File: src/sv/pst_pkg.sv
// Package for the paired A/B sign-test comparator.
// Holds sizes, result codes, register indexes and the controller/datapath
// command and status structs. No dependencies.
package pst_pkg;

	// Sizing of the block.
	localparam int PAIR_CAP   = 32;
	localparam int RATE_WIDTH = 32;
	localparam int FRAC_BITS  = 16;

	// Field widths fixed by the interface.
	localparam int RATE_IN_W = 32;
	localparam int SHAPE_W   = 24;
	localparam int THR_W     = 18;
	localparam int CNT_W     = 6;
	localparam int MED_W     = 19;
	localparam int VERD_W    = 2;
	localparam int CFG_IDX_W = 2;
	localparam int CFG_W     = 24;

	// Derived datapath widths.
	localparam int GAIN_W = FRAC_BITS + 3;
	localparam int QUO_W  = FRAC_BITS + 2;
	localparam int DS_W   = $clog2(QUO_W);
	localparam int GA_W   = (PAIR_CAP > 1) ? $clog2(PAIR_CAP) : 1;
	localparam int RA_W   = $clog2(PAIR_CAP + 1);
	localparam int ROW_W  = PAIR_CAP + 1;
	localparam int SUM_W  = PAIR_CAP + 2;
	localparam int SV_W   = SUM_W + 5;
	localparam int CMP_W  = ((GAIN_W > THR_W) ? GAIN_W : THR_W) + 2;

	// Stream payload widths, padded to whole bytes.
	localparam int S_DATA_W = ((RATE_IN_W + SHAPE_W + THR_W + 7) / 8) * 8;
	localparam int M_DATA_W = ((VERD_W + 4 * CNT_W + MED_W + 7) / 8) * 8;

	// Register indexes.
	localparam logic [CFG_IDX_W-1:0] REG_SHAPE_A = 2'd0;
	localparam logic [CFG_IDX_W-1:0] REG_SHAPE_B = 2'd1;

	// Verdict codes.
	localparam logic [VERD_W-1:0] VERDICT_NEED = 2'd0;
	localparam logic [VERD_W-1:0] VERDICT_B    = 2'd1;
	localparam logic [VERD_W-1:0] VERDICT_A    = 2'd2;
	localparam logic [VERD_W-1:0] VERDICT_FLAT = 2'd3;

	// Commands from the controller to the datapath.
	typedef struct packed {
		logic capture;
		logic div_step;
		logic ins_wr;
		logic sw_init;
		logic sw_acc;
		logic med_a;
		logic med_b;
		logic med_c;
		logic load;
	} cmd_t;

	// Status from the datapath to the controller.
	typedef struct packed {
		logic need_div;
		logic store;
		logic div_last;
		logic ins_shift;
		logic sw_run;
		logic sw_last;
	} sts_t;

endpackage

File: src/sv/paired_ab_sign_test_comparator.sv
// Paired A/B sign-test comparator, top level.
// Use: program shape_a_code (index 0) and shape_b_code (index 1) on the write
// port while the block is idle; either write clears pairs, counts and the
// pending window. Windows enter on the s_axis channel, one result per window
// leaves on the m_axis channel.
// An A-shaped window is paired with the next B-shaped one (or the reverse);
// each stored pair adds a relative gain to a sorted store and updates the
// win counts, and every result carries the sign-test verdict and median.
// Steps per window, from accept to result valid: capture, decision, gain
// division (one quotient bit a cycle, only for non-ties), sorted insert
// (only when a pair is stored), binomial row sweep over n = a wins + b wins
// (only while the store holds pairs), median read and result load.
// The block takes one window at a time; s_axis_tready is high only while
// it is idle.
// A finished result sits in an output register: the next window is accepted
// while it waits, and the block holds its new result until m_axis_tready.
// Reset clears configuration, counters and the output valid flag; memories
// need no clearing pass since only entries below the counts are read.
// Depends on pst_pkg, pst_ctrl and pst_dp.
module paired_ab_sign_test_comparator (
	input  logic                           clk,
	input  logic                           arst_n,
	input  logic                           s_axis_tvalid,
	output logic                           s_axis_tready,
	// window_rate[31:0], window_shape[55:32], noise_threshold[73:56], zero pad
	input  logic [pst_pkg::S_DATA_W-1:0]   s_axis_tdata,
	output logic                           m_axis_tvalid,
	input  logic                           m_axis_tready,
	// verdict[1:0], pair_count[7:2], a_win_count[13:8], b_win_count[19:14],
	// tie_count[25:20], median_gain[44:26], zero pad
	output logic [pst_pkg::M_DATA_W-1:0]   m_axis_tdata,
	// pair_formed[0]
	output logic                           m_axis_tuser,
	input  logic                           cfg_we,
	input  logic [pst_pkg::CFG_IDX_W-1:0]  cfg_index,
	input  logic [pst_pkg::CFG_W-1:0]      cfg_data
);
	import pst_pkg::*;

	cmd_t cmd;
	sts_t sts;

	logic [VERD_W-1:0]        verdict;
	logic [CNT_W-1:0]         pair_count, a_win_count, b_win_count, tie_count;
	logic signed [MED_W-1:0]  median_gain;

	pst_ctrl u_ctrl (
		.clk      (clk),
		.arst_n   (arst_n),
		.in_valid (s_axis_tvalid),
		.in_ready (s_axis_tready),
		.out_valid(m_axis_tvalid),
		.out_ready(m_axis_tready),
		.sts      (sts),
		.cmd      (cmd)
	);

	pst_dp u_dp (
		.clk        (clk),
		.arst_n     (arst_n),
		.cmd        (cmd),
		.sts        (sts),
		.cfg_we     (cfg_we),
		.cfg_index  (cfg_index),
		.cfg_data   (cfg_data),
		.in_rate    (s_axis_tdata[RATE_IN_W-1:0]),
		.in_shape   (s_axis_tdata[RATE_IN_W+SHAPE_W-1:RATE_IN_W]),
		.in_thr     (s_axis_tdata[RATE_IN_W+SHAPE_W+THR_W-1:RATE_IN_W+SHAPE_W]),
		.pair_formed(m_axis_tuser),
		.verdict    (verdict),
		.pair_count (pair_count),
		.a_win_count(a_win_count),
		.b_win_count(b_win_count),
		.tie_count  (tie_count),
		.median_gain(median_gain)
	);

	// Pack the result fields, verdict lowest and median highest.
	assign m_axis_tdata = M_DATA_W'({median_gain, tie_count, b_win_count, a_win_count,
		pair_count, verdict});

endmodule

File: src/sv/pst_ctrl.sv
// Controller of the paired A/B sign-test comparator.
// Sequences capture, division, sorted insert, binomial sweep and median read.
// Depends on pst_pkg.
module pst_ctrl (
	input  logic          clk,
	input  logic          arst_n,
	input  logic          in_valid,
	output logic          in_ready,
	output logic          out_valid,
	input  logic          out_ready,
	input  pst_pkg::sts_t sts,
	output pst_pkg::cmd_t cmd
);
	import pst_pkg::*;

	typedef enum logic [3:0] {
		ST_IDLE, ST_DECIDE, ST_DIV, ST_INS_A, ST_INS_B, ST_SW_INIT,
		ST_SW_A, ST_SW_B, ST_MED_A, ST_MED_B, ST_MED_C, ST_FIN
	} state_t;

	state_t state_q;
	logic   out_valid_q;
	logic   load_ok;

	assign in_ready  = (state_q == ST_IDLE);
	assign out_valid = out_valid_q;
	assign load_ok   = !out_valid_q || out_ready;

	// Command decode from the current state.
	always_comb begin
		cmd          = '0;
		cmd.capture  = (state_q == ST_IDLE) && in_valid;
		cmd.div_step = (state_q == ST_DIV);
		cmd.ins_wr   = (state_q == ST_INS_B);
		cmd.sw_init  = (state_q == ST_SW_INIT);
		cmd.sw_acc   = (state_q == ST_SW_B);
		cmd.med_a    = (state_q == ST_MED_A);
		cmd.med_b    = (state_q == ST_MED_B);
		cmd.med_c    = (state_q == ST_MED_C);
		cmd.load     = (state_q == ST_FIN) && load_ok;
	end

	// State register and output valid flag.
	always_ff @(posedge clk or negedge arst_n) begin
		if (!arst_n) begin
			state_q     <= ST_IDLE;
			out_valid_q <= 1'b0;
		end else begin
			if (out_valid_q && out_ready && !cmd.load) begin
				out_valid_q <= 1'b0;
			end
			unique case (state_q)
				ST_IDLE: begin
					if (in_valid) state_q <= ST_DECIDE;
				end
				ST_DECIDE: begin
					if (sts.need_div) state_q <= ST_DIV;
					else if (sts.store) state_q <= ST_INS_A;
					else if (sts.sw_run) state_q <= ST_SW_INIT;
					else state_q <= ST_FIN;
				end
				ST_DIV: begin
					if (sts.div_last) state_q <= ST_INS_A;
				end
				ST_INS_A: state_q <= ST_INS_B;
				ST_INS_B: begin
					if (sts.ins_shift) state_q <= ST_INS_A;
					else if (sts.sw_run) state_q <= ST_SW_INIT;
					else state_q <= ST_FIN;
				end
				ST_SW_INIT: state_q <= ST_SW_A;
				ST_SW_A: state_q <= ST_SW_B;
				ST_SW_B: begin
					if (sts.sw_last) state_q <= ST_MED_A;
					else state_q <= ST_SW_A;
				end
				ST_MED_A: state_q <= ST_MED_B;
				ST_MED_B: state_q <= ST_MED_C;
				ST_MED_C: state_q <= ST_FIN;
				ST_FIN: begin
					if (load_ok) begin
						state_q     <= ST_IDLE;
						out_valid_q <= 1'b1;
					end
				end
				default: state_q <= ST_IDLE;
			endcase
		end
	end

endmodule

File: src/sv/pst_dp.sv
// Datapath of the paired A/B sign-test comparator.
// Pairing state, counters, radix-2 gain divider, sorted gain memory,
// binomial row memory and result registers. Depends on pst_pkg.
module pst_dp (
	input  logic                            clk,
	input  logic                            arst_n,
	input  pst_pkg::cmd_t                   cmd,
	output pst_pkg::sts_t                   sts,
	input  logic                            cfg_we,
	input  logic [pst_pkg::CFG_IDX_W-1:0]   cfg_index,
	input  logic [pst_pkg::CFG_W-1:0]       cfg_data,
	input  logic [pst_pkg::RATE_IN_W-1:0]   in_rate,
	input  logic [pst_pkg::SHAPE_W-1:0]     in_shape,
	input  logic [pst_pkg::THR_W-1:0]       in_thr,
	output logic                            pair_formed,
	output logic [pst_pkg::VERD_W-1:0]      verdict,
	output logic [pst_pkg::CNT_W-1:0]       pair_count,
	output logic [pst_pkg::CNT_W-1:0]       a_win_count,
	output logic [pst_pkg::CNT_W-1:0]       b_win_count,
	output logic [pst_pkg::CNT_W-1:0]       tie_count,
	output logic signed [pst_pkg::MED_W-1:0] median_gain
);
	import pst_pkg::*;

	// Configuration and pairing state.
	logic [SHAPE_W-1:0]    shape_a_q, shape_b_q, pend_shape_q;
	logic                  pend_valid_q;
	logic [RATE_WIDTH-1:0] pend_rate_q;
	logic [CNT_W-1:0]      cnt_q, aw_q, bw_q, tie_q;
	logic [THR_W-1:0]      thr_q;
	logic                  formed_q, store_q, need_div_q, neg_q, grew_q, lowbit_q;

	// Divider state.
	logic [RATE_WIDTH:0]   den_q, rem_q;
	logic [QUO_W-1:0]      quo_q;
	logic [DS_W-1:0]       dstep_q;
	logic signed [GAIN_W-1:0] gain_q;

	// Insert, sweep and median state.
	logic [GA_W-1:0]       j_q;
	logic [RA_W-1:0]       k_q;
	logic [ROW_W-1:0]      hi_q;
	logic [SUM_W-1:0]      suma_q, sumb_q;
	logic signed [GAIN_W-1:0] mlo_q, median_q, grd_q;
	logic [VERD_W-1:0]     verdict_q;
	logic [ROW_W-1:0]      rrd_q;

	// Memories.
	logic signed [GAIN_W-1:0] gmem [PAIR_CAP];
	logic [ROW_W-1:0]         rmem [PAIR_CAP+1];

	// Capture-time decisions.
	logic [RATE_WIDTH-1:0] rate_c, a_c, b_c, mag_c;
	logic [RATE_WIDTH:0]   den_c;
	logic active, open_c, is_a_c, is_b_c, pair_c, store_c, bgt_c, agt_c, cfg_clr;

	assign rate_c  = RATE_WIDTH'(in_rate);
	assign active  = (shape_a_q != shape_b_q);
	assign open_c  = active && (cnt_q < CNT_W'(PAIR_CAP));
	assign is_a_c  = (in_shape == shape_a_q);
	assign is_b_c  = (in_shape == shape_b_q);
	assign pair_c  = open_c && (is_a_c || is_b_c) && pend_valid_q && (pend_shape_q != in_shape);
	assign a_c     = is_a_c ? rate_c : pend_rate_q;
	assign b_c     = is_b_c ? rate_c : pend_rate_q;
	assign den_c   = {1'b0, a_c} + {1'b0, b_c};
	assign store_c = pair_c && (den_c != '0);
	assign bgt_c   = (b_c > a_c);
	assign agt_c   = (a_c > b_c);
	assign mag_c   = bgt_c ? (b_c - a_c) : (a_c - b_c);
	assign cfg_clr = cfg_we && ((cfg_index == REG_SHAPE_A) || (cfg_index == REG_SHAPE_B));

	// One restoring division step.
	logic [RATE_WIDTH+1:0] div_t;
	logic [RATE_WIDTH+1:0] div_d;
	logic                  div_ge;
	logic [QUO_W-1:0]      quo_n;
	logic signed [GAIN_W-1:0] qext;

	assign div_t  = {rem_q, (dstep_q == '0) ? lowbit_q : 1'b0};
	assign div_ge = (div_t >= {1'b0, den_q});
	assign div_d  = div_t - {1'b0, den_q};
	assign quo_n  = {quo_q[QUO_W-2:0], div_ge};
	assign qext   = GAIN_W'({1'b0, quo_n});

	// Sorted insert compare and median-side addresses.
	logic [GA_W-1:0] gaddr;
	logic [CNT_W-1:0] c_m1;
	logic ins_shift;

	assign c_m1      = cnt_q - CNT_W'(1);
	assign ins_shift = (j_q != '0) && (grd_q > gain_q);
	always_comb begin
		if (cmd.med_a) gaddr = GA_W'(c_m1 >> 1);
		else if (cmd.med_b) gaddr = GA_W'(cnt_q >> 1);
		else gaddr = j_q - GA_W'(1);
	end

	// Binomial sweep arithmetic.
	logic [CNT_W-1:0] n_c;
	logic [RA_W-1:0]  raddr;
	logic [ROW_W-1:0] lo_c, newv_c;
	logic [SV_W-1:0]  pow_c, a20_c, b20_c;
	logic sig_a, sig_b;

	assign n_c    = aw_q + bw_q;
	assign raddr  = (k_q == '0) ? '0 : (k_q - RA_W'(1));
	assign lo_c   = (k_q == '0) ? '0 : ((k_q == RA_W'(1)) ? ROW_W'(1) : rrd_q);
	assign newv_c = hi_q + (grew_q ? lo_c : '0);
	assign pow_c  = SV_W'(1) << n_c;
	assign a20_c  = (SV_W'(suma_q) << 4) + (SV_W'(suma_q) << 2);
	assign b20_c  = (SV_W'(sumb_q) << 4) + (SV_W'(sumb_q) << 2);
	assign sig_a  = (a20_c < pow_c);
	assign sig_b  = (b20_c < pow_c);

	// Median and verdict.
	logic signed [GAIN_W:0]   msum_c;
	logic signed [GAIN_W-1:0] med_c;
	logic signed [CMP_W-1:0]  medx_c, thrx_c;
	logic [VERD_W-1:0]        verd_c;

	assign msum_c = GAIN_W'(0) + ({mlo_q[GAIN_W-1], mlo_q} + {grd_q[GAIN_W-1], grd_q});
	assign med_c  = cnt_q[0] ? mlo_q : GAIN_W'(msum_c >>> 1);
	assign medx_c = CMP_W'(med_c);
	assign thrx_c = signed'(CMP_W'(thr_q));
	always_comb begin
		if ((n_c != '0) && sig_b && (medx_c > thrx_c)) verd_c = VERDICT_B;
		else if ((n_c != '0) && sig_a && (-medx_c > thrx_c)) verd_c = VERDICT_A;
		else if (cnt_q >= CNT_W'(PAIR_CAP)) verd_c = VERDICT_FLAT;
		else verd_c = VERDICT_NEED;
	end

	assign sts.need_div  = need_div_q;
	assign sts.store     = store_q;
	assign sts.div_last  = (dstep_q == DS_W'(QUO_W - 1));
	assign sts.ins_shift = ins_shift;
	assign sts.sw_run    = active && (cnt_q != '0);
	assign sts.sw_last   = (k_q == '0);

	// Control registers: configuration, pending window and counters.
	always_ff @(posedge clk or negedge arst_n) begin
		if (!arst_n) begin
			shape_a_q    <= '0;
			shape_b_q    <= '0;
			pend_valid_q <= 1'b0;
			pend_shape_q <= '0;
			pend_rate_q  <= '0;
			cnt_q        <= '0;
			aw_q         <= '0;
			bw_q         <= '0;
			tie_q        <= '0;
		end else if (cfg_clr) begin
			if (cfg_index == REG_SHAPE_A) shape_a_q <= SHAPE_W'(cfg_data);
			else shape_b_q <= SHAPE_W'(cfg_data);
			pend_valid_q <= 1'b0;
			pend_shape_q <= '0;
			pend_rate_q  <= '0;
			cnt_q        <= '0;
			aw_q         <= '0;
			bw_q         <= '0;
			tie_q        <= '0;
		end else if (cmd.capture && open_c) begin
			if (!(is_a_c || is_b_c)) begin
				pend_valid_q <= 1'b0;
			end else if (!pend_valid_q) begin
				pend_valid_q <= 1'b1;
				pend_shape_q <= in_shape;
				pend_rate_q  <= rate_c;
			end else if (pend_shape_q == in_shape) begin
				pend_rate_q <= rate_c;
			end else begin
				pend_valid_q <= 1'b0;
			end
			if (store_c) begin
				cnt_q <= cnt_q + CNT_W'(1);
				if (bgt_c) bw_q <= bw_q + CNT_W'(1);
				else if (agt_c) aw_q <= aw_q + CNT_W'(1);
				else tie_q <= tie_q + CNT_W'(1);
			end
		end
	end

	// Working registers of one item.
	always_ff @(posedge clk) begin
		if (cmd.capture) begin
			formed_q   <= store_c;
			store_q    <= store_c;
			need_div_q <= store_c && (bgt_c || agt_c);
			grew_q     <= store_c && (bgt_c || agt_c);
			neg_q      <= agt_c;
			den_q      <= den_c;
			rem_q      <= (RATE_WIDTH + 1)'(mag_c >> 1);
			lowbit_q   <= mag_c[0];
			quo_q      <= '0;
			dstep_q    <= '0;
			gain_q     <= '0;
			j_q        <= GA_W'(cnt_q);
			thr_q      <= in_thr;
		end
		if (cmd.div_step) begin
			rem_q   <= div_ge ? div_d[RATE_WIDTH:0] : div_t[RATE_WIDTH:0];
			quo_q   <= quo_n;
			dstep_q <= dstep_q + DS_W'(1);
			if (sts.div_last) gain_q <= neg_q ? -qext : qext;
		end
		if (cmd.ins_wr && ins_shift) begin
			j_q <= j_q - GA_W'(1);
		end
		if (cmd.sw_init) begin
			k_q    <= RA_W'(n_c);
			hi_q   <= grew_q ? '0 : ROW_W'(1);
			suma_q <= '0;
			sumb_q <= '0;
		end
		if (cmd.sw_acc) begin
			if (CNT_W'(k_q) >= aw_q) suma_q <= suma_q + SUM_W'(newv_c);
			if (CNT_W'(k_q) >= bw_q) sumb_q <= sumb_q + SUM_W'(newv_c);
			hi_q <= lo_c;
			k_q  <= k_q - RA_W'(1);
		end
		if (cmd.med_b) begin
			mlo_q <= grd_q;
		end
		if (cmd.med_c) begin
			median_q  <= med_c;
			verdict_q <= verd_c;
		end
	end

	// Sorted gain memory: one write, one registered read.
	always_ff @(posedge clk) begin
		if (cmd.ins_wr) begin
			gmem[j_q] <= ins_shift ? grd_q : gain_q;
		end
		grd_q <= gmem[gaddr];
	end

	// Binomial row memory; entry zero is never written and its value is never used.
	always_ff @(posedge clk) begin
		if (cmd.sw_acc && grew_q && (k_q != '0)) begin
			rmem[k_q] <= newv_c;
		end
		rrd_q <= rmem[raddr];
	end

	// Result register.
	always_ff @(posedge clk) begin
		if (cmd.load) begin
			pair_formed <= formed_q;
			pair_count  <= cnt_q;
			a_win_count <= aw_q;
			b_win_count <= bw_q;
			tie_count   <= tie_q;
			verdict     <= sts.sw_run ? verdict_q : VERDICT_NEED;
			median_gain <= sts.sw_run ? MED_W'(median_q) : '0;
		end
	end

endmodule

File: config.mk
export PLATFORM = sky130hd
export DESIGN_NAME = paired_ab_sign_test_comparator
export DESIGN_NICKNAME = d
export VERILOG_FILES = /design/src/sv/pst_pkg.sv /design/src/sv/paired_ab_sign_test_comparator.sv /design/src/sv/pst_ctrl.sv /design/src/sv/pst_dp.sv
export SDC_FILE = /design/constraint.sdc
export NUM_CORES = 2
export LEC_CHECK = 0
export ABC_AREA = 0
export BUFFER_PORTS_ARGS = -buffer_cell sky130_fd_sc_hd__buf_2
export CORE_MARGIN = 8
export CORE_UTILIZATION = 30
export CTS_BUF_LIST = sky130_fd_sc_hd__clkbuf_8
export DETAILED_ROUTE_END_ITERATION = 12
export GPL_TIMING_DRIVEN = 0
export PLACE_DENSITY = 0.55
export RECOVER_POWER = 100
export REMOVE_ABC_BUFFERS = 1
export SKIP_CTS_REPAIR_TIMING = 1
export SLEW_MARGIN = 0
export SYNTH_ARGS = -nofsm -noshare
export SYNTH_HDL_FRONTEND = slang
export SYNTH_SLANG_ARGS = --single-unit
export TNS_END_PERCENT = 1
File: constraint.sdc
create_clock -name clk -period 12 [get_ports clk]
set_clock_uncertainty 0.05 [all_clocks]
set_input_delay 2.4 -clock clk [delete_from_list [all_inputs] [get_ports clk]]
set_output_delay 2.4 -clock clk [all_outputs]
set_load 0.01 [all_outputs]
Word-level counts from Yosys, hierarchy flattened
Memories as Yosys holds them, arrays and structs flattened. A register that Yosys moved wholly into a read port is not among the register bits.
Index checks and enable logic that the tools add are counted.
{"block": "totals", "regBits": 461, "ram_bits": 1697, "in_bits": 111, "output_inout_bits": 51, "word_cells": 237, "mem_count": 2}
{"block": "op_classes", "n_addsub": 21, "order_cmp": 12, "n_eq_ne": 26, "n_shift": 1, "mux": 85, "bitwise": 1, "n_reduce_logical": 53}
{"memory": "u_dp.rmem", "depth": 33, "width": 33, "rd": 1, "rd_ports_with_merged_regs": 1, "write_ports": 1, "line_no": "pst_dp.sv:50", "text": "logic [ROW_W-1:0] rmem [PAIR_CAP+1];"}
{"memory": "u_dp.gmem", "depth": 32, "width": 19, "rd": 1, "rd_ports_with_merged_regs": 1, "write_ports": 1, "line_no": "pst_dp.sv:49", "text": "logic signed [GAIN_W-1:0] gmem [PAIR_CAP];"}
{"cell": "33-bit two-way mux", "n": 8}
{"cell": "32-bit two-way mux", "n": 8}
{"cell": "34-bit two-way mux", "n": 6}
{"cell": "6-bit two-way mux", "n": 20}
{"cell": "19-bit two-way mux", "n": 6}
{"cell": "24-bit two-way mux", "n": 4}
{"cell": "38-bit by 36-bit adder with 39-bit output", "n": 2}
{"cell": "39-bit less-than comparator", "n": 2}
{"cell": "24-bit == test", "n": 3}
{"cell": "34-bit by 33-bit adder with 34-bit output", "n": 2}
{"cell": "32-bit greater-than comparator", "n": 2}
{"cell": "32-bit subtractor", "n": 2}
{"cell": "24-bit != test", "n": 2}
{"cell": "4-bit case mux with 12 select lines", "n": 1}
{"cell": "1-bit by 6-bit left shift with 39-bit output (first input constant)", "n": 1}
{"cell": "19-bit greater-than comparator", "n": 2}
{"cell": "34-bit by 33-bit greater-or-equal comparator with 1-bit output", "n": 1}
{"cell": "17-bit two-way mux", "n": 2}
{"cell": "32-bit by 32-bit adder with 33-bit output", "n": 1}
{"cell": "33-bit adder", "n": 1}
{"cell": "33-bit nonzero test", "n": 1}
{"cell": "33-bit subtractor", "n": 1}
{"cell": "4-bit two-way mux", "n": 8}
{"cell": "5-bit two-way mux", "n": 6}
{"cell": "38 further kinds", "n": 107}

Logic depth before layout (Yosys ltp)
{"block": "depth", "ltp_word": 9, "depth_mapped": 33, "mapped_depth_nobuf": 28}

Hierarchy
Synthesis repeated with hierarchy kept, for this count alone.
{"block": "unflattened", "cells_unflattened": 8581, "hier_area_um2": 107569.4}
{"mod": "pst_dp", "instances": 1, "cells_per_inst": 8519, "area_each_um2": 107115.2, "seq_area_each_um2": 64146.5}
{"mod": "pst_ctrl", "instances": 1, "cells_per_inst": 58, "area_each_um2": 427.9, "seq_area_each_um2": 125.1}
{"mod": "paired_ab_sign_test_comparator", "instances": 1, "cells_per_inst": 4, "area_each_um2": 26.3, "seq_area_each_um2": 0.0}

Least setup slack after synthesis
Ideal clock, no wire load.
{"block": "synth_path", "kind": "register -> register", "start": "register u_dp.k_q[0]", "end": "register u_dp.suma_q[31]", "setup_time_ns": 0.062, "t_arrival_ns": 8.059, "t_required_ns": 11.888, "setup_slack_ns": 3.828, "path_stages_with_launch": 33, "path_buffers": 5, "period_less_slack_ns": 8.172, "path_cell_list": "edfxtp_1 clkbuf_1 inv_2 clkbuf_1 clkbuf_1 ha_1 nand3_1 clkbuf_1 and2_1 clkbuf_1 nor2b_1 ha_1 fa_1 a21o_1 a21oi_1 o21bai_1 a21oi_1 a21oi_1 a21oi_1 o21bai_1 xor2_1 ha_1 a21oi_1 o21ai_0 a221o_1 a21o_1 a31o_2 a31oi_1 o21a_1 o211ai_1 a31o_2 or4b_2 nand3_1"}
{"block": "synth_between", "elab_chain_cells": 8, "word_cells_on_any_way": 10, "cone_classes": "add/sub (2); order compare (1); eq/ne (1); mux (5); reduce/logical (1)"}
{"element": "start, declared", "line_no": "pst_dp.sv:41", "text": "logic [RA_W-1:0] k_q;"}
{"element": "start signal, assigned", "line_no": "pst_dp.sv:209", "text": "k_q <= RA_W'(n_c);"}
{"element": "start signal, assigned", "line_no": "pst_dp.sv:218", "text": "k_q <= k_q - RA_W'(1);"}
{"element": "6-bit by 1-bit == test with 1-bit output", "line_no": "pst_dp.sv:107", "text": "assign lo_c = (k_q == '0) ? '0 : ((k_q == RA_W'(1)) ? ROW_W'(1) : rrd_q);"}
{"element": "33-bit two-way mux", "line_no": "pst_dp.sv:107"}
{"element": "33-bit two-way mux *", "line_no": "pst_dp.sv:107"}
{"element": "33-bit two-way mux *", "line_no": "pst_dp.sv:108", "text": "assign newv_c = hi_q + (grew_q ? lo_c : '0);"}
{"element": "33-bit adder *", "line_no": "pst_dp.sv:108"}
{"element": "net u_dp.newv_c[10]", "line_no": "pst_dp.sv:101", "text": "logic [ROW_W-1:0] lo_c, newv_c;"}
{"element": "34-bit by 33-bit adder with 34-bit output *", "line_no": "pst_dp.sv:215", "text": "if (CNT_W'(k_q) >= aw_q) suma_q <= suma_q + SUM_W'(newv_c);"}
{"element": "34-bit two-way mux *", "line_no": "pst_dp.sv:215"}
{"element": "34-bit two-way mux *", "line_no": "pst_dp.sv:214", "text": "if (cmd.sw_acc) begin"}
{"element": "end signal, assigned", "line_no": "pst_dp.sv:215"}
{"element": "end, declared", "line_no": "pst_dp.sv:43", "text": "logic [SUM_W-1:0] suma_q, sumb_q;"}
Mark *: on every way through the listed nets, which the timed path passes. The rest lies on a longest branch.
A chain may end at the register's enable or synchronous reset.

Worst setup path in the final report
{"block": "layout_path", "start": "input s_axis_tdata[42] (netlist name)", "end": "register u_dp.rem_q[29] (data pin)"}
{"block": "layout_between", "elab_chain_cells": 6, "word_cells_on_any_way": 10, "cone_classes": "add/sub (2); order compare (1); eq/ne (2); mux (5)"}
{"element": "start, declared", "line_no": "paired_ab_sign_test_comparator.sv:26", "text": "input logic [pst_pkg::S_DATA_W-1:0] s_axis_tdata,"}
{"element": "24-bit == test, on equally long branches", "line_no": "pst_dp.sv:60, pst_dp.sv:61"}
{"element": "32-bit two-way mux, on equally long branches", "line_no": "pst_dp.sv:63, pst_dp.sv:64"}
{"element": "32-bit subtractor / 32-bit greater-than comparator (equally long branches)", "line_no": "pst_dp.sv:69, pst_dp.sv:67"}
{"element": "32-bit two-way mux *", "line_no": "pst_dp.sv:69", "text": "assign mag_c = bgt_c ? (b_c - a_c) : (a_c - b_c);"}
{"element": "33-bit two-way mux *", "line_no": "pst_dp.sv:184", "text": "if (cmd.capture) begin"}
{"element": "33-bit two-way mux *", "line_no": "pst_dp.sv:199", "text": "if (cmd.div_step) begin"}
{"element": "end signal, assigned", "line_no": "pst_dp.sv:191", "text": "rem_q <= (RATE_WIDTH + 1)'(mag_c >> 1);"}
{"element": "end signal, assigned", "line_no": "pst_dp.sv:200", "text": "rem_q <= div_ge ? div_d[RATE_WIDTH:0] : div_t[RATE_WIDTH:0];"}
{"element": "end, declared", "line_no": "pst_dp.sv:34", "text": "logic [RATE_WIDTH:0] den_q, rem_q;"}
Every way passes the cells marked *; elsewhere a longest branch is shown, timed or not. The select of a mux whose other input is x is not followed.

==> reports/results.ini <==
[detailed_routing]
wl_um=303000
dr.pass1.iters=6
routedWlPerCell_um=22.5
drtAntennaViolNets=0
drc_errors=0
vias=69867
drt_iter0_drc=6250
post_drt_via_cell_ratio=5.18

[clock_tree]
cts_buffers=363
htree_levels=5
cts.sinks=2209
cts_tree=done
clk_latency_ps=980
cts.clk_slew.worst_paths_ps=70
cts_max_path_buffers=4
root_buffer=clkbuf_8

[critical_path]
crit_required_ps=12610
worstSetupPathType=in -> reg
crit_start=s_axis_tdata[42]
regToRegStartpoint=u_dp.k_q[0]
r2r_slack_ps=1610
reg2reg_depth=26
worst-path-max-fanout=29
critPathLaunchType=input pin
arrival_ps=11100
endpoint_kind=flop
r2r-end=u_dp.sumb_q[33]

[final_layout]
final_cells=13480
drive_gt1_share_pct=13.2
final_cell_mix=edfxtp_1, nand2_1, ha_1
final_nets=9003
area_delta_synth_final_pct=13.6
fillers=34924
layout_commonest_cell=edfxtp_1
final_core_util_pct=34.1

[worst_hold_path]
hold_path_end=u_dp.rrd_q[1]
min-delay-start=u_dp.rmem[32][1]
hp-class=reg -> reg
holdPathStages=2

[synth]
ys_ff_latch=2209
yosysTopAreaCell=edfxtp_1
yosysWarnings=0
synthFlopType=edfxtp_1
async_flop_share_pct=6.07
synth_edf_count=1936
synth.area.top_cells=edfxtp_1, mux4_2, ha_1
synth_top_area_share_pct=54.1
seq_area_frac_synth_pct=59.8
synthDistinctLibCells=101
syn_area_per_cell_um2=13.4
syn_area_um2=107000
postSynthCellCount=8038

[floorplan]
row_count=220
core-area_um2=358000
io_pins=162
initial_utilization_pct=30.0
die_area_um2=378000
die_y_um=615
die_w_um=615

[timing]
rsz0062_at_grt=no
finalCriticalPeriod_ps=10490
worst_slew_pin_slew_ps=5190
hold_viol_final=0
slew_headroom_pct=-246
drv_slew=2156
fin_crit_sh_pct=87.4
max_freq_mhz=95.4
setup_viol=0
setup_ws_ps=1510

[global_routing]
antenna_found_initial=12
grtUsageTotal_pct=15.4
grt_pass1_vias=70830
grt_pass1_wl_um=450000
gr-total-overflow=0
grt_start_max_net_pins=92

[place]
dpl.cell_count=12815
dp_slack_ps=2510
place_congestion=0.869
dp_hpwl_um=213000
portBuffers=152

[run_status]
status=finished, violations left
violations=max-capacitance violations, max-slew violations

[power]
leakagePower_nw=43.7
power_density_nw_per_um2=241
ir_drop_uv=160

[run]
drv_cap=108

==> worst max-delay path, cell delays in order <==
cell and delay [ps]:
clkbuf_1 300, xnor2_1 170, nand4_1 160, nor4_1 420, nand3_1 350, clkbuf_1 800
mux2_1 650, ha_1 530, nor4_1 970, nand4_1 460, a21o_1 300, a31oi_1 1490
clkbuf_1 760, o211a_1 270, a2bb2oi_1 420, o22ai_1 180, xnor2_1 270, o22ai_1 150
==> report_power, final <==
part | switching, mW | internal [mW]
combinational | 7.50 | 4.20
clock | 3.07 | 3.40
sequential | 0.514 | 10.7
total | 11.1 | 18.3
==> registers in the layout (all words and copies together), names as in the netlist, 32 cells and up <==
signal,flops
u_dp.den_q,32
u_dp.sumb_q,34
u_dp.suma_q,34
u_dp.hi_q,33
u_dp.pend_rate_q,32
u_dp.gmem,608
u_dp.rem_q,33
u_dp.rmem,1089
u_dp.rrd_q,33
==> cell type report <==
| type | instances | area, um2 | share of cell area, % |
|---|---|---|---|
| Antenna cell | 6 | 15.0 | 0.0123 |
| Multi-Input combinational cell | 5175 | 40800 | 33.4 |
| Timing Repair Buffer | 382 | 2980 | 2.44 |
| Sequential cell | 2209 | 64300 | 52.6 |
| Clock buffer | 398 | 5480 | 4.48 |
| Inverter | 277 | 1050 | 0.857 |
| Clock inverter | 260 | 1540 | 1.26 |
| Tap cell | 4773 | 5970 | 4.89 |
==> routing by layer <==
| layer | global-route usage [%] | up-vias | wire length, um |
|---|---|---|---|
| met5 | 0 | - | 37 |
| met4 | 5.44 | 6 | 11500 |
| met3 | 2.34 | 554 | 17700 |
| met2 | 26.1 | 2294 | 146000 |
| met1 | 19.9 | 35436 | 128000 |
| li1 | - | 31577 | - |
==> cells by family (layout without fill, tap and decap cells) <==
logic type                 Yosys count  after routing  synth area share, %
xor gates and xnor gates           349            349                 2.84
adders and majority gates          484            484                 5.71
DFF                               2209           2209                 59.8
and+or+nand+nor                   2071           2071                 9.46
other                                1              9              0.00349
muxes                              581            581                 9.39
buffers and inverters              656           1317                 2.35
AOI/OAI and AO/OA                 1687           1687                 10.5
==> stage by stage <==
step | power, mW | instance area [um2] | TNS [ps] | hold slack, ps
final | 29.4 | 122000 | 0 | 392
after global routing | 31.1 | 122000 | 0 | 422
after CTS | 30.2 | 125000 | 0 | 397
after detailed placement | 23.7 | 118000 | 0 | 380
after global placement | 23.4 | 113000 | -7202910 | 369
after floorplan | 19.7 | 106000 | -476110 | 368
==> cell usage after synthesis (all sizes together) (47+ instances only) <==
| library cell | count |
|---|---|
| nor4 | 50 |
| nand2 | 705 |
| o21ai | 292 |
| and3 | 106 |
| nand2b | 181 |
| a21o | 168 |
| buf | 71 |
| and2 | 214 |
| o21bai | 69 |
| nand3 | 83 |
| ha | 473 |
| dfrtp | 134 |
| xor2 | 125 |
| inv | 270 |
| nor2b | 49 |
| clkbuf | 308 |
| mux4 | 330 |
| dfxtp | 139 |
| nor2 | 402 |
| mux2 | 122 |
| nand4 | 68 |
| edfxtp | 1936 |
| nor3 | 90 |
| o21a | 56 |
| a311oi | 78 |
| a31oi | 118 |
| a21oi | 386 |
| mux2i | 129 |
| a211oi | 260 |
| o31ai | 47 |
| xnor2 | 224 |
==> how the worst max path moves through the flow <==
stage | to | slack, ps
finish | u_dp.rem_q[29] | 1510
detailed placement | u_dp.sumb_q[33] | 2510
global route | u_dp.rrd_q[17] | 1140
CTS | u_dp.sumb_q[33] | 2450
floorplan | u_dp.rrd_q[0] | -12660
global placement | u_dp.rrd_q[29] | -25860
No activity file was read; power rests on OpenSTA's default activity.
